`src/design/reserving_memory_port_with_watchpoints_assert.svh`:
```
// Assertion macros for the reserving memory port with watchpoints.
`ifndef RESERVING_MEMORY_PORT_WITH_WATCHPOINTS_ASSERT_SVH
`define RESERVING_MEMORY_PORT_WITH_WATCHPOINTS_ASSERT_SVH

`ifndef ASSERT_OFF
// same-cycle implication, clocked on clk, off during reset
`define RMPW_ASSERT_IMP(lbl, pre, post) \
  lbl: assert property (@(posedge clk) disable iff (!rst_n) (pre) |-> (post)) \
    else $error("rmpw assertion failed");
// next-cycle implication, clocked on clk, off during reset
`define RMPW_ASSERT_NXT(lbl, pre, post) \
  lbl: assert property (@(posedge clk) disable iff (!rst_n) (pre) |=> (post)) \
    else $error("rmpw assertion failed");
`else
`define RMPW_ASSERT_IMP(lbl, pre, post)
`define RMPW_ASSERT_NXT(lbl, pre, post)
`endif

`endif

```
`src/design/rmpw_ram.sv`:
```
// Generic single-port-write, single-port-read RAM with registered read.
module rmpw_ram #(
  parameter int WIDTH = 64,
  parameter int DEPTH = 16
) (
  input  logic                     clk,
  input  logic                     we,
  input  logic [$clog2(DEPTH)-1:0] waddr,
  input  logic [WIDTH-1:0]         wdata,
  input  logic                     re,
  input  logic [$clog2(DEPTH)-1:0] raddr,
  output logic [WIDTH-1:0]         rdata
);

  logic [WIDTH-1:0] mem [DEPTH];
  logic [WIDTH-1:0] rdata_r;

  always_ff @(posedge clk) begin
    if (we) mem[waddr] <= wdata;
    if (re) rdata_r <= mem[raddr];
  end

  assign rdata = rdata_r;

endmodule

```
`config.mk`:
```
export PLATFORM = sky130hd
export DESIGN_NAME = rmpw_ram
export DESIGN_NICKNAME = d
export VERILOG_FILES = /design/src/design/reserving_memory_port_with_watchpoints_assert.svh /design/src/design/rmpw_ram.sv
export SDC_FILE = /design/constraint.sdc
export NUM_CORES = 1
export LEC_CHECK = 0
export ABC_AREA = 1
export BUFFER_PORTS_ARGS = -buffer_cell sky130_fd_sc_hd__buf_2
export CAP_MARGIN = 20
export CORE_MARGIN = 5
export CORE_UTILIZATION = 40
export CTS_CLUSTER_SIZE = 20
export DETAILED_ROUTE_END_ITERATION = 10
export GPL_TIMING_DRIVEN = 0
export MAX_ROUTING_LAYER = met4
export PLACE_DENSITY_LB_ADDON = 0.1
export RECOVER_POWER = 25
export REMOVE_ABC_BUFFERS = 1
export SETUP_SLACK_MARGIN = 0.5
export SLEW_MARGIN = 20
export SYNTH_ARGS = -nofsm -noshare
export SYNTH_HDL_FRONTEND = slang
export SYNTH_SLANG_ARGS = --single-unit
export TNS_END_PERCENT = 20
```
`constraint.sdc`:
```
create_clock -name clk -period 3.7 [get_ports clk]
set_clock_uncertainty 0.2 [all_clocks]
set_input_delay 0.37 -clock clk [delete_from_list [all_inputs] [get_ports clk]]
set_output_delay 0.37 -clock clk [all_outputs]
set_load 0.01 [all_outputs]
```
==> results.sh <==
export IMPL_status="finished clean"
export IMPL_rr_worst_depth=6
export IMPL_seqPwrFrac_pct=52.3
export IMPL_avgSynthCellArea_um2=10.9
export IMPL_layout_setup_ws_ns=0.975
export IMPL_die_area_mm2=0.122
export IMPL_tritoncts="done"
export IMPL_cts_resized=0
export IMPL_grt_pass1_wl_mm=176
export IMPL_dp_hpwl_mm=63.8
export IMPL_design_area_mm2=0.0537
export IMPL_start_util_pct=40.2
export IMPL_hold_class="in -> reg"
export IMPL_ys_seq_area_share_pct=71.1
export IMPL_synth_top_cell_area_share_pct=71.1
export IMPL_worstPathArrival_ns=2.96
export IMPL_grt_max_degree=179
export IMPL_synth_cell_types=14
export IMPL_tightest_slew_ns=0.851
export IMPL_crit_type="in -> reg"
export IMPL_comb_power_share_pct=6.3
export IMPL_synthCells=4210
export IMPL_post_place_cells=5737
export IMPL_cp_max_fo=177
export IMPL_postPlaceCellArea_mm2=0.0494
export IMPL_drt_first_pass_iters=5
export IMPL_clk_latency_ns=0.68
export IMPL_antenna_found_initial=5
export IMPL_grt_overflow=0
export IMPL_cts_buffers=117
export IMPL_h_tree_depth=3
export IMPL_drtIter0Drc=2098
export IMPL_hold_end="rdata[63]$_DFFE_PP_"
export IMPL_timing_setup_tns_ns=0
export IMPL_slew_violations=0
export IMPL_clock_sinks=1088
export IMPL_finalCritPeriodShare_pct=73.6
export IMPL_max_freq_mhz=367
export IMPL_cts_max_path_buffers=3
export IMPL_r2r_start="mem[12][3]$_DFFE_PP_"
export IMPL_drive_above_1_share_pct=7.93
export IMPL_instances_no_fill=6029
export IMPL_portBuffers=138
export IMPL_required_ns=3.93
export IMPL_setup_viol=0
export IMPL_p_switching_mw=5.95
export IMPL_core_mm2=0.114
export IMPL_finalWeightedCongestion=0.682
export IMPL_period_needed_ns=2.72
export IMPL_root_buffer="clkbuf_16"
export IMPL_cap_violations=0
export IMPL_slew_limit_headroom_pct=43.3
export IMPL_holdPathStages=5
export IMPL_fp_dieH_um=349
export IMPL_power_mw=26.7
export IMPL_end_kind="register"
export IMPL_switching_share_pct=22.3
export IMPL_vias=28600
export IMPL_rrSetupSlack_ns=2.29
export IMPL_wl_per_cell_um=19.4
export IMPL_ir_drop_uv=346
export IMPL_powerDensity_mw_per_mm2=498
export IMPL_synth_area_leaders="edfxtp_1 71%, nand2_1 11%, nand3_1 8.4%"
export IMPL_hold_slack_ns=0.171
export IMPL_die_w_um=349
export IMPL_drt_total_wl_mm=117
export IMPL_vias_per_cell=4.74
export IMPL_antenna_left=0
export IMPL_hold_viol=0
export IMPL_clkPwrFrac_pct=41.4
export IMPL_drc=0
export IMPL_pre_cts_slack_ns=0.210
export IMPL_grt_total_usage_pct=19.7
export IMPL_grt_pass1_vias=27400
export IMPL_final_util_pct=47.0
export IMPL_num_nets_final=4485
export IMPL_io_pins=139
export IMPL_row_count=124
export IMPL_yosysWarnings=0
export IMPL_cp_start_kind="input pin"
export IMPL_hold_start="raddr[1]"
export IMPL_leakagePower_nw=22.3
export IMPL_synth_area_mm2=0.0459
export IMPL_synth_seq_cells=1088
export IMPL_path_clk_slew_ns=0.06
export IMPL_syn_to_final_growth_pct=16.9
export IMPL_rsz0062_at_grt="no"
export IMPL_r2r_end="rdata[3]$_DFFE_PP_"
export IMPL_yosysTopAreaCell="edfxtp_1"
export IMPL_p_int_mw=20.8
-- cells by family (layout without fill, tap and decap cells) --
| group | count (synthesis) | count (layout) | share of synthesized area [%] |
|---|---|---|---|
| buf+inv | 985 | 1287 | 9.28 |
| flops | 1088 | 1088 | 71.1 |
| other cells | 0 | 5 | 0 |
| simple gates | 2137 | 2137 | 19.6 |
-- worst max-delay path, cell delays in order --
cell and delay [ns]:
buf_8 0.20, buf_16 0.31, inv_16 0.21, buf_16 0.58
buf_16 0.52, nand2_1 0.12, nand3_1 0.11, nand3_1 0.08
nand3_1 0.14, nand2_1 0.09
-- power groups by stage --
stage / registers [mW] / clock network (mW) / logic (mW)
finish: 14.0 / 11.0 / 1.70
global route: 14.0 / 11.9 / 1.90
CTS: 14.0 / 11.3 / 1.74
detailed placement: 14.2 / 0 / 1.67
global placement: 14.3 / 0 / 1.73
floorplan: 14.2 / 0 / 0.727
-- layer usage --
| layer | share of wire [%] | wire length, um | global-route usage (%) |
|---|---|---|---|
| met5 | 0 | 0 | - |
| met4 | 1.9 | 2190 | 4.66 |
| met3 | 4.6 | 5380 | 2.78 |
| met2 | 46 | 54200 | 30.9 |
| met1 | 47 | 55200 | 27.3 |
-- sequential cells by signal, indices dropped and copies added (netlist names) --
signal	flops
rdata	64
mem	1024
-- placed cells by master, fill, tap and decap left out --
cell           synthesis  routed
nor2_4                 0      16
nand3b_1               2       2
nor2_1                17       1
nand3_1              769     769
dlygate4sd3_1          0      66
inv_16                 0       1
nand2_1             1349    1349
clkbuf_16              0     119
clkinvlp_4             0       3
buf_16                 0      45
buf_2                116      93
edfxtp_1            1088    1088
inv_1                771     770
clkbuf_1              21      67
bufinv_16              0       7
inv_8                  0       2
buf_12                 0      41
buf_8                  1       5
clkinv_2               0      18
buf_6                 46       2
diode_2                0       5
clkinv_1               0      42
inv_6                  1       6
-- worst max-delay path by stage --
stage | startpoint | to | slack [ns]
floorplan | waddr[2] | mem[10][0]$_DFFE_PP_ | -0.25
global placement | raddr[0] | rdata[24]$_DFFE_PP_ | -17.10
detailed placement | raddr[0] | rdata[24]$_DFFE_PP_ | 0.21
CTS | raddr[0] | rdata[24]$_DFFE_PP_ | 0.96
global route | raddr[0] | rdata[24]$_DFFE_PP_ | 0.77
finish | raddr[0] | rdata[39]$_DFFE_PP_ | 0.98
-- area by class of cell --
cell class | instances | area (um2)
antenna | 5 | 12.5
clock buffer | 146 | 3080
clock inverter | 75 | 524
fill | 10500 | 60500
inverter | 774 | 2940
multi-input combinational | 2137 | 9110
sequential | 1088 | 32700
tap | 1512 | 1890
timing repair buffer | 292 | 3430
-- timing repair --
action	4_1_cts	5_1_grt
hold endpoints to repair	1063	0
hold buffers	66	0
buffers inserted	0	0
-- Yosys cell counts, drive strengths merged --
cell type and count:
nand3 769, buf 190, nand3b 2, inv 774, nand2 1349, clkbuf 21, nor2 17, edfxtp 1088
(Power assumes the default switching activity.)
