==> src/design/reserving_memory_port_with_watchpoints_assert.svh <==
// Assertion macros for the reserving memory port with watchpoints.
`ifndef RESERVING_MEMORY_PORT_WITH_WATCHPOINTS_ASSERT_SVH
`define RESERVING_MEMORY_PORT_WITH_WATCHPOINTS_ASSERT_SVH

`ifndef ASSERT_OFF
// same-cycle implication, clocked on clk, off during reset
`define RMPW_ASSERT_IMP(lbl, pre, post) \
  lbl: assert property (@(posedge clk) disable iff (!rst_n) (pre) |-> (post)) \
    else $error("rmpw assertion failed");
// next-cycle implication, clocked on clk, off during reset
`define RMPW_ASSERT_NXT(lbl, pre, post) \
  lbl: assert property (@(posedge clk) disable iff (!rst_n) (pre) |=> (post)) \
    else $error("rmpw assertion failed");
`else
`define RMPW_ASSERT_IMP(lbl, pre, post)
`define RMPW_ASSERT_NXT(lbl, pre, post)
`endif

`endif

==> src/design/rmpw_pkg.sv <==
// Shared types, constants and helper functions of the reserving memory port.
package rmpw_pkg;

  localparam int ADDR_W    = 32;
  localparam int DATA_W    = 64;
  localparam int MASK_W    = 8;
  localparam int CFG_W     = 32;
  localparam int CFG_IDX_W = 3;
  localparam int WCNT_W    = 3;
  localparam int LOW_W     = 29;

  // configuration register indexes
  localparam int REG_SEED_Z    = 0;
  localparam int REG_SEED_W    = 1;
  localparam int REG_WATCH_CNT = 2;
  localparam int REG_WATCH_0   = 3;
  localparam int WATCH_REGS    = 4;

  // generator constants
  localparam logic [15:0] MWC_Z_MUL  = 16'd36969;
  localparam logic [15:0] MWC_W_MUL  = 16'd18000;
  localparam logic [31:0] SEED_Z_RST = 32'd88888888;
  localparam logic [31:0] SEED_W_RST = 32'd12345678;

  // upper address bits that keep an address unmasked
  localparam logic [2:0] HIGH_SEL = 3'b111;

  // byte-mask codes
  localparam logic [7:0] BM_ALL = 8'hFF;
  localparam logic [7:0] BM_TOP3 = 8'hE0;

  typedef struct packed {
    logic                 we;
    logic [CFG_IDX_W-1:0] idx;
    logic [CFG_W-1:0]     data;
  } cfg_wr_t;

  typedef struct packed {
    logic              rsv;    // reserving read commits
    logic              clr;    // conditional write clears matching slots
    logic [ADDR_W-1:0] addr;   // masked address of the item
  } resv_req_t;

  // addresses outside the top region are folded to 29 bits
  function automatic logic [ADDR_W-1:0] mask_addr(input logic [ADDR_W-1:0] a);
    logic [ADDR_W-1:0] r;
    if (a[ADDR_W-1 -: 3] == HIGH_SEL) r = a;
    else r = {3'b000, a[LOW_W-1:0]};
    return r;
  endfunction

  function automatic logic mask_supported(input logic [MASK_W-1:0] m);
    logic ok;
    case (m)
      BM_ALL, BM_TOP3,
      8'h01, 8'h02, 8'h04, 8'h08, 8'h10, 8'h20, 8'h40, 8'h80,
      8'h03, 8'h06, 8'h0C, 8'h18, 8'h30, 8'h60, 8'hC0,
      8'h0F, 8'h1E, 8'h3C, 8'h78, 8'hF0: ok = 1'b1;
      default: ok = 1'b0;
    endcase
    return ok;
  endfunction

  // index of lowest enabled byte
  function automatic logic [2:0] mask_lowest(input logic [MASK_W-1:0] m);
    logic [2:0] lo;
    lo = 3'd0;
    for (int b = MASK_W - 1; b >= 0; b--) begin
      if (m[b]) lo = 3'(b);
    end
    return lo;
  endfunction

  // byte enables expanded to bit enables
  function automatic logic [DATA_W-1:0] mask_bits(input logic [MASK_W-1:0] m);
    logic [DATA_W-1:0] bits;
    for (int b = 0; b < MASK_W; b++) begin
      bits[8*b +: 8] = {8{m[b]}};
    end
    return bits;
  endfunction

endpackage

==> src/design/rmpw_resv.sv <==
// Reservation slots and multiply-with-carry replacement generator.
module rmpw_resv import rmpw_pkg::*; (
  input  logic      clk,
  input  logic      rst_n,
  input  cfg_wr_t   cfg,
  input  resv_req_t req,
  output logic      match
);

  logic [ADDR_W-1:0] res_a_r, res_a_nxt;
  logic [ADDR_W-1:0] res_b_r, res_b_nxt;
  logic [31:0]       z_r, z_nxt;
  logic [31:0]       w_r, w_nxt;
  logic [31:0]       z_step, w_step;
  logic              match_a, match_b;

  assign match_a = (req.addr == res_a_r);
  assign match_b = (req.addr == res_b_r);
  assign match   = match_a | match_b;

  // one generator step: 16x16 product plus carry half
  assign z_step = ({16'd0, MWC_Z_MUL} * {16'd0, z_r[15:0]}) + {16'd0, z_r[31:16]};
  assign w_step = ({16'd0, MWC_W_MUL} * {16'd0, w_r[15:0]}) + {16'd0, w_r[31:16]};

  // slot update on commit, seed loads on config writes
  always_comb begin
    res_a_nxt = res_a_r;
    res_b_nxt = res_b_r;
    z_nxt     = z_r;
    w_nxt     = w_r;
    if (req.rsv) begin
      if (res_a_r == '0) begin
        res_a_nxt = req.addr;
      end else if (res_b_r == '0) begin
        res_b_nxt = req.addr;
      end else begin
        z_nxt = z_step;
        w_nxt = w_step;
        if (w_step[0]) res_b_nxt = req.addr;
        else res_a_nxt = req.addr;
      end
    end
    if (req.clr) begin
      if (match_a) res_a_nxt = '0;
      if (match_b) res_b_nxt = '0;
    end
    if (cfg.we && cfg.idx == CFG_IDX_W'(REG_SEED_Z)) z_nxt = cfg.data;
    if (cfg.we && cfg.idx == CFG_IDX_W'(REG_SEED_W)) w_nxt = cfg.data;
  end

  always_ff @(posedge clk) begin
    if (!rst_n) begin
      res_a_r <= '0;
      res_b_r <= '0;
      z_r     <= SEED_Z_RST;
      w_r     <= SEED_W_RST;
    end else begin
      res_a_r <= res_a_nxt;
      res_b_r <= res_b_nxt;
      z_r     <= z_nxt;
      w_r     <= w_nxt;
    end
  end

endmodule

==> config.mk <==
export PLATFORM = sky130hd
export DESIGN_NAME = rmpw_resv
export DESIGN_NICKNAME = d
export VERILOG_FILES = /design/src/design/reserving_memory_port_with_watchpoints_assert.svh /design/src/design/rmpw_pkg.sv /design/src/design/rmpw_resv.sv
export SDC_FILE = /design/constraint.sdc
export NUM_CORES = 1
export LEC_CHECK = 0
export CORE_UTILIZATION = 62
export DETAILED_ROUTE_END_ITERATION = 8
export DONT_BUFFER_PORTS = 1
export PLACE_DENSITY = 0.76
export RECOVER_POWER = 100
export SLEW_MARGIN = 10
export SYNTH_ARGS = -nofsm -noshare
export SYNTH_HDL_FRONTEND = slang
export SYNTH_SLANG_ARGS = --single-unit
==> constraint.sdc <==
create_clock -name clk -period 6.2 [get_ports clk]
set_input_delay 0.31 -clock clk [delete_from_list [all_inputs] [get_ports clk]]
set_output_delay 0.31 -clock clk [all_outputs]
set_load 0.01 [all_outputs]
==> key figures, run 1 <==
Run status
  • Outcome: finished, violations left
  • Failing checks: capacitance limit, slew limit

Hold path
  • Worst Hold Depth: 1
  • Min-Delay Path Class: input pin to flop

STA
  • Setup violators final: 0
  • Setup ws final: 0.268 ns
  • Fin. Hold Viols: 0
  • Final Cycle Share: 95.7%
  • Slew @ Worst Pin: 3.47 ns
  • Max transition margin: -132%
  • Achievable frequency: 169 MHz
  • RSZ-0062 raised after global routing: false
  • Min cycle time layout: 5.93 ns
  • Final Hold Slack: 0.0263 ns
  • Slew Limit Fails: 88
  • Clock Skew: 0.0106 ns
  • TNS Setup: 0 ns

Global routing
  • Initial antenna violation count: 1
  • Largest net degree at the start of global routing: 40
  • Gr usage total: 31.9%
  • Vias in the first global route: 6667
  • Global-route wire length before repair: 34.9 mm
  • GRT overflow: 0

Routing
  • Drt total wl: 21.9 mm
  • Remaining DRCs: 0
  • Drt pass-1 iters: 5
  • Starting DRT DRC Count: 557
  • Antenna viol nets, final: 0
  • Drt wl/cell: 19.7 µm
  • Via count: 6825
  • DR vias/cell: between 6 and 7

Synth
  • Post-synthesis adder-cell area fraction: 24.5%
  • Yosys cell types: 70
  • Synth Area in XOR/XNOR: 10.3%
  • Synthesized area per cell: 8.94 µm²
  • Yosys warns: 0
  • Synth Instances: 939
  • Asr flop ratio synth: 0%
  • Top FF cell, synth: dfxtp_1
  • Simple-gate share of the synthesized area: 14.8%
  • Post-synth EDFFs: 0
  • Register area share after synthesis: 22.9%
  • Synth Register Bits: 96
  • Post-synthesis mux area share: 8.94%
  • Syn nets: about 1200
  • Main combinational cell family by area after synthesis: adder cells
  • Synth Area in Compound Gates: 13.8%
  • Netlist Area Pre-Place: roughly 8400 µm²

Worst setup path
  • CP endpoint: w_r[31]
  • Worst setup EP type: flop
  • Worst R2R End: w_r[31]
  • R2R Setup Slk: 0.27 ns
  • Crit. Startpoint: w_r[6]
  • Worst setup SP type: flop
  • Reg2reg path depth: 19
  • Critical path peak fanout: 9
  • Worst Path Arrival: 6.21 ns
  • Worst r2r src: w_r[6]
  • Crit path kind: flop to flop
  • Worst Path Required: 6.48 ns

Clocking
  • H-tree Lvls: 3
  • Clock buffer count from CTS: 9
  • Worst-skew pair later-pin latency: about 0.35 ns
  • Post-CTS Repair Setup Buffers: 0
  • Clock buffer depth: 2
  • # hold bufs at CTS: 0
  • Root Driver: clkbuf_16
  • Cts repair resizes: 0
  • TritonCTS clock tree: built
  • CTS sink count: 96
  • Clk pin slew, worst setup/hold paths: 0.08 ns

Place
  • Routability congestion estimate: 0.916
  • Worst slack at placement: 0.421 ns
  • Final HPWL DP: 17.2 mm
  • IO Port Bufs: 0

Finish
  • Area Overhead vs Synth: 5.18%
  • Leading cell types in the layout, fill and taps excluded: ha_1 (110), nor2_1 (104), dfxtp_1 (96)
  • Share of cells above drive strength 1: under 10%
  • Post-route core utilization: 66.7%
  • Most common cell after layout, fill and taps aside: ha_1
  • Nets: 1141

Floorplan
  • Rows: between 40 and 50
  • # IOs: 73
  • Core area: between 10000 and 15000 µm²
  • Die width: 118 µm
  • Initial core utilization: 63.4%
  • Chip Height: 118 µm
  • Die ar.: 14000 µm²

Job
  • Max_cap viols: 3
## synthesized netlist by cell type (10+ instances only)
| library cell | n | area [µm²] |
|---|---|---|
| fa_1 | 34 | 681 |
| a21o_1 | 14 | 105 |
| mux2i_1 | 75 | 751 |
| a211oi_1 | 11 | 82.6 |
| a21oi_1 | 31 | 155 |
| nor2_1 | 104 | 390 |
| nor4_1 | 23 | 144 |
| dfxtp_1 | 96 | 1920 |
| o21ai_0 | 32 | 160 |
| o21ai_1 | 10 | 50.1 |
| inv_1 | 71 | 267 |
| xnor2_1 | 81 | 709 |
| o211ai_1 | 12 | 90.1 |
| xor2_1 | 16 | 140 |
| nand4_1 | 26 | 163 |
| clkbuf_1 | 23 | 86.3 |
| ha_1 | 110 | 1380 |
| nand2_1 | 46 | 173 |
## worst max-delay path, stage by stage (launching register included)
cell and delay [ns]:
dfxtp_1 0.54, ha_1 0.31, ha_1 0.27, inv_1 0.05, fa_1 0.54, inv_1 0.06
fa_1 0.53, inv_1 0.06, fa_1 0.53, inv_1 0.04, ha_1 0.38, a211oi_2 0.23
o21bai_2 0.18, a221o_1 0.38, a211oi_2 0.31, nand4_2 0.27, nor4_4 0.48, nand2_1 0.08
or4_1 0.45, a21oi_1 0.16
## stage by stage
step / instance area [µm²] / instances
5_1_grt: 8830 / 1107
2_1_floorplan: 8400 / 939
3_5_place_dp: 8590 / 1090
3_3_place_gp: 8590 / 1090
6_report: 8830 / 1107
4_1_cts: 8890 / 1106
## how the worst min path moves through the flow
stage                        from      end
after detailed placement    rst_n   w_r[3]
after global placement      rst_n   w_r[3]
after floorplan           cfg[21]  w_r[21]
after CTS                   rst_n   w_r[3]
after global routing        rst_n   w_r[3]
final                       rst_n   w_r[3]
## logic make-up after synthesis
| family | Yosys count |
|---|---|
| compound gates | 169 |
| xor+xnor | 98 |
| fa+ha+maj | 144 |
| buf+inv | 104 |
| flops | 96 |
| mux | 75 |
| simple gates | 253 |
## registers in the layout, summed over array words and instances (netlist names)
signal   flops
res_b_r     32
res_a_r     32
w_r         32
## per-layer routing
metal  routed length, µm  up-vias  GRT usage [%]
met5                   0        -              0
met4                 826        0           12.7
met2               10100      223           51.4
li1                    -     3299              -
met3                1380       55           6.37
met1                9580     3248           41.9
## final cells by class
cell class	count	area (µm²)
timing repair buffer	7	48.8
clock inverter	7	71.3
antenna	1	2.50
tap	176	220
inverter	72	270
sequential	96	1920
fill	1133	4410
multi-input combinational	739	6070
clock buffer	9	225
Power of run 1 is left out: the tool's default activity adds up to more than one toggle a clock period on the data nets, which glitch-free logic cannot reach.
==> run 2, diff against run 1 <==
--- a/config.mk
+++ b/config.mk
@@ -5,6 +5,7 @@
 export SDC_FILE = /design/constraint.sdc
 export NUM_CORES = 1
 export LEC_CHECK = 0
+export ABC_AREA = 1
 export CORE_UTILIZATION = 62
 export DETAILED_ROUTE_END_ITERATION = 8
 export DONT_BUFFER_PORTS = 1
==> key figures, run 2 <==
STA
  • TNS Setup: 0 ns (unchanged)
  • Achievable frequency: 183 MHz (+8.7%)
  • Final Cycle Share: 88.0% (-7.7 points)
  • Slew Limit Fails: 54 (-39%)
  • Fin. Hold Viols: 0 (unchanged)
  • Setup violators final: 0 (unchanged)
  • RSZ-0062 raised after global routing: false
  • Slew @ Worst Pin: 2.12 ns (-1.35 ns)
  • Clock Skew: 0.0155 ns (+0.00488 ns)
  • Max transition margin: -41.2% (+91 points)
  • Min cycle time layout: 5.45 ns (-0.477 ns)

Worst setup path
  • Worst Path Arrival: 5.67 ns (-0.54 ns)
  • Worst setup EP type: flop
  • Most common cell on crit path: nand2_1
  • Worst Path Required: 6.42 ns (-0.06 ns)
  • Slowest-stage cell, CP: fa_1
  • Critical path peak fanout: 6 (-3)
  • Crit path buf inv count: 5 (+1)
  • Crit path kind: flop to flop
  • Max incr delay on CP: 0.53 ns (about the same)
  • Crit path max-delay family: adder cells
  • Worst setup SP type: flop

Global routing
  • Global-route wire length before repair: 37.4 mm (+7.1%)
  • GRT overflow: 0 (unchanged)
  • Largest net degree at the start of global routing: 54 (+35%)
  • Gr usage total: 32.9% (+1.1 points)
  • Vias in the first global route: 7760 (+16%)
  • Initial antenna violation count: 0 (-1)

Synth
  • Register area share after synthesis: 21.7% (-1.2 points)
  • List of most frequent post-synthesis cells: nand2_1 (276), inv_1 (177), ha_1 (110)
  • Post-synth EDFFs: 0 (unchanged)
  • Most frequent cell after synthesis: nand2_1
  • Synth Instances: 1247 (+33%)
  • Netlist Area Pre-Place: 8870 µm² (+5.6%)
  • Syn nets: 1463 (+27%)
  • Yosys top cell by area: dfxtp_1
  • Synthesized area per cell: 7.11 µm² (-21%)
  • Yosys warns: 0 (unchanged)
  • Synth Register Bits: 96 (unchanged)
  • Yosys cell types: 43 (-39%)
  • Top FF cell, synth: dfxtp_1
  • Asr flop ratio synth: 0% (unchanged)
  • Largest cells by area after synthesis: dfxtp_1 (22%), ha_1 (16%), nand2_1 (12%), fa_1 (7.7%), inv_1 (7.5%)
  • Top-area cell type share of the netlist area: 21.7% (-1.2 points)

Clocking
  • TritonCTS clock tree: built
  • Cts repair resizes: 0 (unchanged)
  • CTS sink count: 96 (unchanged)
  • H-tree Lvls: 3 (unchanged)
  • Worst-skew pair later-pin latency: 0.37 ns (+0.02 ns)
  • Clock buffer depth: 2 (unchanged)
  • # hold bufs at CTS: 0 (unchanged)
  • Clock buffer count from CTS: 9 (unchanged)
  • Clk pin slew, worst setup/hold paths: 0.08 ns (about the same)
  • Post-CTS Repair Setup Buffers: 0 (unchanged)
  • Root Driver: clkbuf_16

Routing
  • Wl on met1: 9.72 mm (+1.5%)
  • Antenna viol nets, final: 0 (unchanged)
  • Via count: 8182 (+20%)
  • DR WL met3: 1.21 mm (-12%)
  • Drt pass-1 iters: 5 (unchanged)
  • DR vias/cell: 5.78 (-6.2%)
  • Uppermost layer routed: met4
  • Drt wl/cell: 17.0 µm (-14%)
  • Starting DRT DRC Count: 459 (-18%)
  • Remaining DRCs: 0 (unchanged)
  • Wire length on met2: 11.7 mm (+16%)
  • Drt total wl: 24.0 mm (+9.9%)

Finish
  • Nets: 1446 (+27%)
  • Largest regs: res_a_r x32, res_b_r x32, w_r x32
  • Leading cell types in the layout, fill and taps excluded: nand2_1 (279), inv_1 (177), nor2_1 (111)
  • Area Overhead vs Synth: 4.63%
  • ANT cells: 0 (-1)
  • Share of cells above drive strength 1: 4.94% (+0.85 points)
  • Most common cell after layout, fill and taps aside: nand2_1

Hold path
  • Min-Delay Path Class: input pin to flop

Run status
  • Failing checks: capacitance limit, slew limit
  • Outcome: finished, violations left

Floorplan
  • Core area: 13900 µm² (+5.2%)
  • Initial core utilization: 63.6% (+0.20 points)
  • # IOs: 73 (unchanged)
  • Die width: 122 µm (+2.7%)
  • Die ar.: 14800 µm² (+5.5%)
  • Chip Height: 122 µm (+2.7%)
  • Rows: 43 (+2.4%)

Job
  • Max_cap viols: 1 (-2)

Place
  • Routability congestion estimate: 0.992 (+8.3%)
  • IO Port Bufs: 0 (unchanged)
  • Final HPWL DP: 19.3 mm (+12%)
## run 2: final cells by class
class,instances,area [µm²]
multi-input combinational,935,6100
timing repair buffer,6,30.0
tap,180,225
clock buffer,9,225
fill,1289,4660
clock inverter,7,95.1
sequential,96,1920
inverter,182,683
## run 2: layer usage
layer,global-route usage (%),up-vias
li1,-,4055
met4,19.5,0
met2,57.1,270
met3,5.95,94
met1,37.7,3763
met5,0,-
## run 2: final timing paths
check	startpoint	endpoint	slack, ns	depth (start not counted)
hold reg to reg	w_r[18]	w_r[18]	0.49	2
setup / recovery	w_r[5]	w_r[28]	0.75	29
hold / removal	rst_n	w_r[1]	0.02	1
setup reg to reg	w_r[5]	w_r[28]	0.75	29
## run 2: worst reg2reg max path: cells and delay by family, from the launching register on
| family | cells | cell delay (ns) |
|---|---|---|
| adders and majority gates | 7 | 2.66 |
| buffers and inverters | 5 | 0.26 |
| AOI/OAI and AO/OA | 2 | 0.23 |
| DFF | 1 | 0.47 |
| and+or+nand+nor | 14 | 1.52 |
| xor gates and xnor gates | 1 | 0.17 |
## run 2: per-stage QoR
step / hold WS [ns] / util (%) / std cells / setup WS [ns] / area, µm²
floorplan: 0.436 / - / 1247 / 1.45 / 8870
global placement: 0.393 / 64.7 / 1399 / 1.11 / 9010
detailed placement: 0.395 / 64.7 / 1399 / 1.00 / 9010
CTS: 0.0196 / 67.0 / 1415 / 0.967 / 9340
global route: 0.0253 / 66.6 / 1415 / 0.311 / 9280
finish: 0.0223 / 66.6 / 1415 / 0.746 / 9280
## run 2: cell families after synthesis
| group | share of synthesized area (%) |
|---|---|
| AND/OR/NAND/NOR | 28.0 |
| buffers and inverters | 9.31 |
| adder cells (fa/ha/maj) | 23.2 |
| XOR/XNOR | 6.03 |
| flip-flops | 21.7 |
| AO/OA/AOI/OAI | 11.8 |
Power of run 2 is left out for the same reason.
