[config.mk]
export PLATFORM = sky130hd
export DESIGN_NAME = rmpw_watch
export DESIGN_NICKNAME = d
export VERILOG_FILES = /design/src/design/reserving_memory_port_with_watchpoints_assert.svh /design/src/design/rmpw_pkg.sv /design/src/design/rmpw_watch.sv
export SDC_FILE = /design/constraint.sdc
export NUM_CORES = 1
export LEC_CHECK = 0
export BUFFER_PORTS_ARGS = -buffer_cell sky130_fd_sc_hd__buf_2
export CAP_MARGIN = 20
export CORE_UTILIZATION = 55
export CTS_CLUSTER_DIAMETER = 120
export DETAILED_ROUTE_END_ITERATION = 6
export PLACE_DENSITY = 0.72
export SLEW_MARGIN = 20
export SYNTH_ARGS = -nofsm -noshare
export SYNTH_HDL_FRONTEND = slang
export SYNTH_SLANG_ARGS = --single-unit
[constraint.sdc]
create_clock -name clk -period 4.3 [get_ports clk]
set_input_delay 0.86 -clock clk [delete_from_list [all_inputs] [get_ports clk]]
set_output_delay 0.86 -clock clk [all_outputs]
set_load 0.1 [all_outputs]
[src/design/reserving_memory_port_with_watchpoints_assert.svh]
// Assertion macros for the reserving memory port with watchpoints.
`ifndef RESERVING_MEMORY_PORT_WITH_WATCHPOINTS_ASSERT_SVH
`define RESERVING_MEMORY_PORT_WITH_WATCHPOINTS_ASSERT_SVH

`ifndef ASSERT_OFF
// same-cycle implication, clocked on clk, off during reset
`define RMPW_ASSERT_IMP(lbl, pre, post) \
  lbl: assert property (@(posedge clk) disable iff (!rst_n) (pre) |-> (post)) \
    else $error("rmpw assertion failed");
// next-cycle implication, clocked on clk, off during reset
`define RMPW_ASSERT_NXT(lbl, pre, post) \
  lbl: assert property (@(posedge clk) disable iff (!rst_n) (pre) |=> (post)) \
    else $error("rmpw assertion failed");
`else
`define RMPW_ASSERT_IMP(lbl, pre, post)
`define RMPW_ASSERT_NXT(lbl, pre, post)
`endif

`endif

[src/design/rmpw_pkg.sv]
// Shared types, constants and helper functions of the reserving memory port.
package rmpw_pkg;

  localparam int ADDR_W    = 32;
  localparam int DATA_W    = 64;
  localparam int MASK_W    = 8;
  localparam int CFG_W     = 32;
  localparam int CFG_IDX_W = 3;
  localparam int WCNT_W    = 3;
  localparam int LOW_W     = 29;

  // configuration register indexes
  localparam int REG_SEED_Z    = 0;
  localparam int REG_SEED_W    = 1;
  localparam int REG_WATCH_CNT = 2;
  localparam int REG_WATCH_0   = 3;
  localparam int WATCH_REGS    = 4;

  // generator constants
  localparam logic [15:0] MWC_Z_MUL  = 16'd36969;
  localparam logic [15:0] MWC_W_MUL  = 16'd18000;
  localparam logic [31:0] SEED_Z_RST = 32'd88888888;
  localparam logic [31:0] SEED_W_RST = 32'd12345678;

  // upper address bits that keep an address unmasked
  localparam logic [2:0] HIGH_SEL = 3'b111;

  // byte-mask codes
  localparam logic [7:0] BM_ALL = 8'hFF;
  localparam logic [7:0] BM_TOP3 = 8'hE0;

  typedef struct packed {
    logic                 we;
    logic [CFG_IDX_W-1:0] idx;
    logic [CFG_W-1:0]     data;
  } cfg_wr_t;

  typedef struct packed {
    logic              rsv;    // reserving read commits
    logic              clr;    // conditional write clears matching slots
    logic [ADDR_W-1:0] addr;   // masked address of the item
  } resv_req_t;

  // addresses outside the top region are folded to 29 bits
  function automatic logic [ADDR_W-1:0] mask_addr(input logic [ADDR_W-1:0] a);
    logic [ADDR_W-1:0] r;
    if (a[ADDR_W-1 -: 3] == HIGH_SEL) r = a;
    else r = {3'b000, a[LOW_W-1:0]};
    return r;
  endfunction

  function automatic logic mask_supported(input logic [MASK_W-1:0] m);
    logic ok;
    case (m)
      BM_ALL, BM_TOP3,
      8'h01, 8'h02, 8'h04, 8'h08, 8'h10, 8'h20, 8'h40, 8'h80,
      8'h03, 8'h06, 8'h0C, 8'h18, 8'h30, 8'h60, 8'hC0,
      8'h0F, 8'h1E, 8'h3C, 8'h78, 8'hF0: ok = 1'b1;
      default: ok = 1'b0;
    endcase
    return ok;
  endfunction

  // index of lowest enabled byte
  function automatic logic [2:0] mask_lowest(input logic [MASK_W-1:0] m);
    logic [2:0] lo;
    lo = 3'd0;
    for (int b = MASK_W - 1; b >= 0; b--) begin
      if (m[b]) lo = 3'(b);
    end
    return lo;
  endfunction

  // byte enables expanded to bit enables
  function automatic logic [DATA_W-1:0] mask_bits(input logic [MASK_W-1:0] m);
    logic [DATA_W-1:0] bits;
    for (int b = 0; b < MASK_W; b++) begin
      bits[8*b +: 8] = {8{m[b]}};
    end
    return bits;
  endfunction

endpackage

[src/design/rmpw_watch.sv]
// Data watchpoint registers and address compare.
module rmpw_watch import rmpw_pkg::*; #(
  parameter int WATCH_SLOTS = 4
) (
  input  logic              clk,
  input  logic              rst_n,
  input  cfg_wr_t           cfg,
  input  logic [ADDR_W-1:0] addr,
  output logic              hit
);

  logic [WCNT_W-1:0]      watch_count_r;
  logic [ADDR_W-1:0]      watch_addr_r [WATCH_SLOTS];
  logic [WATCH_SLOTS-1:0] slot_hit;

  // active-slot count; values above the slot count cover all slots
  always_ff @(posedge clk) begin
    if (!rst_n) watch_count_r <= '0;
    else if (cfg.we && cfg.idx == CFG_IDX_W'(REG_WATCH_CNT))
      watch_count_r <= cfg.data[WCNT_W-1:0];
  end

  for (genvar i = 0; i < WATCH_SLOTS; i++) begin : g_slot
    if (i < WATCH_REGS) begin : g_wr
      always_ff @(posedge clk) begin
        if (!rst_n) watch_addr_r[i] <= '0;
        else if (cfg.we && cfg.idx == CFG_IDX_W'(REG_WATCH_0 + i))
          watch_addr_r[i] <= cfg.data;
      end
    end else begin : g_fixed
      // slot without a register of its own stays zero
      assign watch_addr_r[i] = '0;
    end
    assign slot_hit[i] = ({1'b0, watch_count_r} > 4'(i)) && (watch_addr_r[i] == addr);
  end

  assign hit = |slot_hit;

endmodule

==> flow_metrics.env, run 1 <==
export IMPL_sequential_cell_fraction_of_total_power=0.477
export IMPL_yosys_warnings=0
export IMPL_final_setup_viol_count=0
export IMPL_pwr_share_clk=0.437
export IMPL_synth_top_family_by_area="simple AND/OR/NAND/NOR gates"
export IMPL_grt_pass1_wl_mm=21.63
export IMPL_dpl_cell_area_sq_um=6892
export IMPL_maxSlewViolCount=0
export IMPL_synthSimpleGateAreaFrac=0.1835
export IMPL_synth_compound_area_frac=0.004578
export IMPL_yosys_area_share_adder=0
export IMPL_cts_repair_resize_count=0
export IMPL_die_h_um=108.9
export IMPL_postSynthCellCount=471
export IMPL_max_cap_violations=0
export IMPL_numCtsBuffers=17
export IMPL_post_synth_mux_area_share=0.004777
export IMPL_port_buffer_count=70
export IMPL_post_layout_minimum_cycle_time_ns=3.658
export IMPL_fin_area_sq_um=7463
export IMPL_maximum_number_of_pins_on_one_net_before_global_route_repair=33
export IMPL_setup_reg_to_reg_worst_slack_ns=3.63
export IMPL_synth_cell_area_sq_um=6286
export IMPL_worst_hold_slack_ns=0.5492
export IMPL_initial_utilization=0.5723
export IMPL_die_width_um=108.9
export IMPL_critical_path_reg2reg_startpoint="watch_count_r[2]$_SDFFE_PN0P_"
export IMPL_io_pins=71
export IMPL_clk_root_buffer_cell="clkbuf_16"
export IMPL_grt_setup_unrepaired="false"
export IMPL_power_leakage_nw=2.861
export IMPL_via_count_of_the_first_global_routing_pass=3775
export IMPL_synth_xor_area_frac=0.1783
export IMPL_outcome="finished, final reports clean"
export IMPL_critical_path_at_ns=2.80
export IMPL_synth_sequential_area_ratio=0.6210
export IMPL_yosysUniqueCellTypes=20
export IMPL_final_antenna_diode_count=0
export IMPL_grt_overflow=0
export IMPL_route_antenna_remaining_nets=0
export IMPL_hold_start="watch_count_r[0]$_SDFFE_PN0P_"
export IMPL_place_hpwl_mm=9.793
export IMPL_r2r_cells=2
export IMPL_route_detailed_wl_per_inst_um=20.09
export IMPL_cellPowerDensity_nw_per_um2=428.2
export IMPL_worstSetupPathType="in -> out"
export IMPL_place_gp_congestion=0.8608
export IMPL_finalCritPeriodShare=0.8507
export IMPL_vdd_ir_drop_worst_mv=0.2629
export IMPL_hold_class="reg -> reg"
export IMPL_maxSlewHeadroom=0.4259
export IMPL_worst_pin_slew_ns=0.8590
export IMPL_critical_path_required_ns=3.44
export IMPL_stdcell_count=710
export IMPL_cp_end_kind="primary output"
export IMPL_ctsHtreeMaxLevel=4
export IMPL_timing_hold_worst_path_depth=2
export IMPL_floorplan_rows=38
export IMPL_tritoncts="done"
export IMPL_cts_setup_buffers=0
export IMPL_fin_setup_tns_ns=0
export IMPL_remaining_drc_errors=0
export IMPL_viasPerCell=5.356
export IMPL_fraction_of_layout_instances_using_a_drive_strength_above_1=0.1930
export IMPL_p_sw_frac=0.2230
export IMPL_layout_core_utilization=0.6795
export IMPL_route_final_wire_length_mm=14.27
export IMPL_min_to="watch_count_r[0]$_SDFFE_PN0P_"
export IMPL_design_die_area_sq_um=11860
export IMPL_total_switching_power_uw=712.6
export IMPL_post_synthesis_sequential_element_count=131
export IMPL_num_fill_cells=780
export IMPL_share_comb_of_total_power=0.086
export IMPL_drt_iter0_markers=286
export IMPL_clock_latency_ns=0.40
export IMPL_firstDrtPassIters=4
export IMPL_worst_setup_sp_type="primary input"
export IMPL_cp_max_fo=4
export IMPL_achievable_frequency_ghz=0.2734
export IMPL_cts_sinks=131
export IMPL_p_int_mw=2.483
export IMPL_detailroute_via_count=3803
export IMPL_grt_total_usage=0.2619
export IMPL_max_clock_path_buffers=2
export IMPL_final_net_count=627
export IMPL_syn_nets=541
export IMPL_finalClockSkew_ns=0
export IMPL_post_synth_cell_area_avg_sq_um=13.35
export IMPL_finalHoldViolCount=0
export IMPL_rr_endpoint="watch_count_r[2]$_SDFFE_PN0P_"
export IMPL_placed_instances=678
export IMPL_area_delta_synth_final_pct=18.73
export IMPL_antenna_found_initial=0
export IMPL_floorplan_core_area_sq_um=10980
export IMPL_clock_input_transition_at_the_sequential_cells_of_the_worst_setup_and_hold_paths_ns=0.05
export IMPL_cts_hold_repair_buffers=0
power groups by stage:
stage               clock network [mW]  logic (mW)  registers [mW]
global route                      1.45       0.301            1.53
global placement                     0       0.270            1.55
CTS                               1.41       0.279            1.52
floorplan                            0       0.133            1.54
detailed placement                   0       0.275            1.55
finish                            1.40       0.276            1.52
cell usage in the layout, fill, tap and decap left out:
| cell type | Yosys | final |
|---|---|---|
| nor3_2 | 0 | 2 |
| o21ai_0 | 3 | 1 |
| a21oi_1 | 1 | 1 |
| inv_1 | 1 | 1 |
| nand3_1 | 5 | 5 |
| nand2b_1 | 2 | 2 |
| clkbuf_16 | 0 | 17 |
| o311ai_0 | 1 | 1 |
| nand2_1 | 4 | 4 |
| mux2i_1 | 3 | 3 |
| clkinv_2 | 0 | 3 |
| or4_1 | 1 | 1 |
| bufinv_16 | 0 | 3 |
| xor2_1 | 118 | 118 |
| and2_1 | 128 | 128 |
| nor2_1 | 7 | 5 |
| o21ai_4 | 0 | 2 |
| buf_4 | 0 | 8 |
| xnor2_1 | 10 | 10 |
| edfxtp_1 | 128 | 128 |
| buf_16 | 0 | 1 |
| nor4_1 | 28 | 28 |
| nand4_1 | 6 | 6 |
| clkinvlp_4 | 0 | 2 |
| dfxtp_1 | 3 | 3 |
| clkinv_1 | 0 | 7 |
| nor2_2 | 0 | 2 |
| buf_2 | 0 | 70 |
| nand4b_1 | 1 | 1 |
| nor3_1 | 9 | 7 |
cell usage after synthesis:
library cell | instances | area [sq um]
and2_1 | 128 | 800.8
edfxtp_1 | 128 | 3844
xor2_1 | 118 | 1033
nor4_1 | 28 | 175.2
clkbuf_1 | 12 | 45.04
xnor2_1 | 10 | 87.58
nor3_1 | 9 | 45.04
nor2_1 | 7 | 26.28
nand4_1 | 6 | 37.54
nand3_1 | 5 | 25.02
nand2_1 | 4 | 15.01
dfxtp_1 | 3 | 60.06
mux2i_1 | 3 | 30.03
o21ai_0 | 3 | 15.01
nand2b_1 | 2 | 12.51
a21oi_1 | 1 | 5.000
inv_1 | 1 | 3.750
nand4b_1 | 1 | 8.760
o311ai_0 | 1 | 8.760
or4_1 | 1 | 7.510
flip-flops by register name, summed over array words and instances, names as in the netlist:
name           cells
watch_addr_r     128
watch_count_r      3
how the worst max path moves through the flow:
| stage | startpoint | endpoint | slack [ns] | cells after the start |
|---|---|---|---|---|
| finish | addr[2] | hit | 0.64 | 7 |
| floorplan | cfg[32] | watch_addr_r[1][0]$_SDFFCE_PN0P_ | 0.51 | 2 |
| global route | addr[2] | hit | 0.59 | 7 |
| detailed placement | addr[2] | hit | 0.72 | 7 |
| CTS | addr[2] | hit | 0.69 | 7 |
| global placement | addr[2] | hit | 0.67 | 7 |
final cells by class:
type                       count  area [sq um]  share of cell area
clock inverter                15         146.4             0.01961
timing repair buffer          79         437.9             0.05868
inverter                       1         3.754           0.0005029
tap                          140         175.2             0.02347
clock buffer                  17         425.4             0.05700
sequential                   131          3904              0.5231
multi-input combinational    327          2371              0.3177
logic make-up after synthesis:
group	after synthesis
DFF	131
xor gates and xnor gates	128
and+or+nand+nor	191
AOI/OAI and AO/OA	5
muxes	3
buffers and inverters	13
critical path, stage by stage:
cell and delay, ns:
buf_2 0.15, xor2_1 0.19, nor4_1 0.53, nand4_1 0.15, nor4_1 0.29, or4_1 0.19
buf_2 0.44
per-stage QoR:
| step | setup slack (ns) | power (mW) |
|---|---|---|
| floorplan | 0.5120 | 1.677 |
| global placement | 0.6674 | 1.815 |
| detailed placement | 0.7241 | 1.824 |
| CTS | 0.6859 | 3.209 |
| global route | 0.5884 | 3.285 |
| finish | 0.6420 | 3.196 |
per-layer routing:
layer  vias up  wire length (um)  track usage
met5         -                 0            0
met4         0               127      0.07046
met3        11               880      0.05678
met2       142              6768       0.4119
met1      1833              6490       0.3686
li1       1817                 -            -
(Power assumes the default switching activity.)
==> run 2, diff against run 1 <==
--- a/config.mk
+++ b/config.mk
@@ -12,3 +12,3 @@
 export DETAILED_ROUTE_END_ITERATION = 6
-export PLACE_DENSITY = 0.72
+export PLACE_DENSITY = 0.76
 export SLEW_MARGIN = 20
==> constraint.sdc (replaced) <==
create_clock -name clk -period 4.3 [get_ports clk]
set_input_delay 0.645 -clock clk [delete_from_list [all_inputs] [get_ports clk]]
set_output_delay 0.645 -clock clk [all_outputs]
set_load 0.1 [all_outputs]
==> flow_metrics.env, run 2 (same netlist as run 1, synthesis figures left out) <==
export IMPL_outcome="finished, final reports clean"
export IMPL_cpLargestDelayFamily="simple AND/OR/NAND/NOR gates"
export IMPL_hold_class="reg -> reg"
export IMPL_p_int_mw=2.455
export IMPL_tritoncts="done"
export IMPL_achievable_frequency_ghz=0.3170
export IMPL_power_leakage_nw=2.851
export IMPL_fraction_of_layout_instances_using_a_drive_strength_above_1=0.1898
export IMPL_route_antenna_remaining_nets=0
export IMPL_grt_total_usage=0.2687
export IMPL_sequential_cell_fraction_of_total_power=0.483
export IMPL_largest_registers="watch_addr_r: 128 flops, watch_count_r: 3 flops"
export IMPL_cts_hold_repair_buffers=0
export IMPL_vdd_ir_drop_worst_mv=0.2312
export IMPL_area_delta_synth_final_pct=18.25
export IMPL_place_gp_congestion=0.8166
export IMPL_viasPerCell=5.543
export IMPL_port_buffer_count=70
export IMPL_numCtsBuffers=17
export IMPL_final_antenna_diode_count=0
export IMPL_share_comb_of_total_power=0.088
export IMPL_clock_input_transition_at_the_sequential_cells_of_the_worst_setup_and_hold_paths_ns=0.05
export IMPL_floorplan_rows=38
export IMPL_critPathSlowestCell="nor4_1"
export IMPL_cts_setup_buffers=0
export IMPL_ctsHtreeMaxLevel=4
export IMPL_final_setup_viol_count=0
export IMPL_cts_repair_resize_count=0
export IMPL_dpl_cell_area_sq_um=6884
export IMPL_finalCritPeriodShare=0.7336
export IMPL_cts_sinks=131
export IMPL_worst_setup_sp_type="register"
export IMPL_cellPowerDensity_nw_per_um2=424.5
export IMPL_layout_common_cells="and2_1 (128), edfxtp_1 (128), xor2_1 (118)"
export IMPL_grt_setup_unrepaired="false"
export IMPL_maxSlewViolCount=0
export IMPL_via_count_of_the_first_global_routing_pass=4013
export IMPL_floorplan_core_area_sq_um=10980
export IMPL_die_width_um=108.9
export IMPL_final_net_count=626
export IMPL_critical_path_n_buffers_inverters=1
export IMPL_antenna_found_initial=0
export IMPL_firstDrtPassIters=5
export IMPL_maximum_number_of_pins_on_one_net_before_global_route_repair=33
export IMPL_clock_latency_ns=0.41
export IMPL_fin_area_sq_um=7433
export IMPL_critical_path_at_ns=2.51
export IMPL_finalHoldViolCount=0
export IMPL_regMostFlops="watch_addr_r"
export IMPL_finalClockSkew_ns=0
export IMPL_total_switching_power_uw=700.7
export IMPL_place_hpwl_mm=10.18
export IMPL_io_pins=71
export IMPL_grt_overflow=0
export IMPL_fin_setup_tns_ns=0
export IMPL_route_final_wire_length_mm=14.72
export IMPL_max_cap_violations=0
export IMPL_largest_register_ffs=128
export IMPL_detailroute_via_count=3930
export IMPL_route_detailed_wl_per_inst_um=20.76
export IMPL_setup_reg_to_reg_worst_slack_ns=3.55
export IMPL_max_clock_path_buffers=2
export IMPL_critical_path_required_ns=3.65
export IMPL_grt_pass1_wl_mm=21.88
export IMPL_cp_max_fo=1
export IMPL_p_sw_frac=0.2220
export IMPL_remaining_drc_errors=0
export IMPL_die_h_um=108.9
export IMPL_maxSlewHeadroom=0.5335
export IMPL_clk_root_buffer_cell="clkbuf_16"
export IMPL_worstSetupPathType="reg -> out"
export IMPL_initial_utilization=0.5723
export IMPL_pwr_share_clk=0.429
export IMPL_timing_critical_path_slowest_cell_delay_ns=0.51
export IMPL_design_die_area_sq_um=11860
export IMPL_drt_iter0_markers=311
export IMPL_cp_cell_sequence="xor2_1 -> nor4_1 -> nand4_1 -> nor3_1 -> or4_1 -> buf_2"
export IMPL_worst_pin_slew_ns=0.6972
export IMPL_post_layout_minimum_cycle_time_ns=3.154
export IMPL_cp_end_kind="primary output"
==> run 2: final timing paths <==
kind / endpoint / startpoint / cells after the start
worst max-delay path: hit / watch_addr_r[0][7]$_SDFFCE_PN0P_ / 6
worst min-delay path: watch_count_r[0]$_SDFFE_PN0P_ / watch_count_r[0]$_SDFFE_PN0P_ / 2
worst max register to register: watch_count_r[2]$_SDFFE_PN0P_ / watch_count_r[2]$_SDFFE_PN0P_ / 2
worst min register to register: watch_count_r[0]$_SDFFE_PN0P_ / watch_count_r[0]$_SDFFE_PN0P_ / 2
==> run 2: layout make-up <==
class / instances / area, sq um
sequential: 131 / 3904
timing repair buffer: 78 / 430.4
tap: 140 / 175.2
fill: 806 / 3550
inverter: 1 / 3.754
multi-input combinational: 327 / 2371
clock inverter: 6 / 80.08
clock buffer: 26 / 469.2
==> run 2: power by group through the flow <==
stage	sequential (mW)	combinational, mW	clock [mW]
finish	1.53	0.278	1.35
global route	1.53	0.298	1.41
CTS	1.53	0.278	1.36
detailed placement	1.55	0.275	0
global placement	1.55	0.268	0
floorplan	1.54	0.133	0
==> run 2: worst register-to-register path, cell delays in order (launching register included) <==
cell and delay, ns:
dfxtp_1 0.47, mux2i_1 0.11, nor2_1 0.10
==> run 2: layer usage <==
metal,vias to the layer above,GRT usage,routed length [um]
met5,-,0,0
met4,0,0.1014,290
met3,27,0.06276,993
met2,154,0.4268,7171
met1,1938,0.3600,6265
li1,1811,-,-
==> run 2: stage by stage <==
step	std cells	total power [mW]	util	hold WS, ns	setup WS, ns
after floorplan	471	1.677	-	0.4794	0.7270
after global placement	676	1.814	0.6243	0.4986	1.187
after detailed placement	677	1.826	0.6268	0.5071	1.223
after CTS	709	3.163	0.6768	0.5193	1.172
after global routing	709	3.241	0.6768	0.5369	1.095
final	709	3.156	0.6768	0.5210	1.146
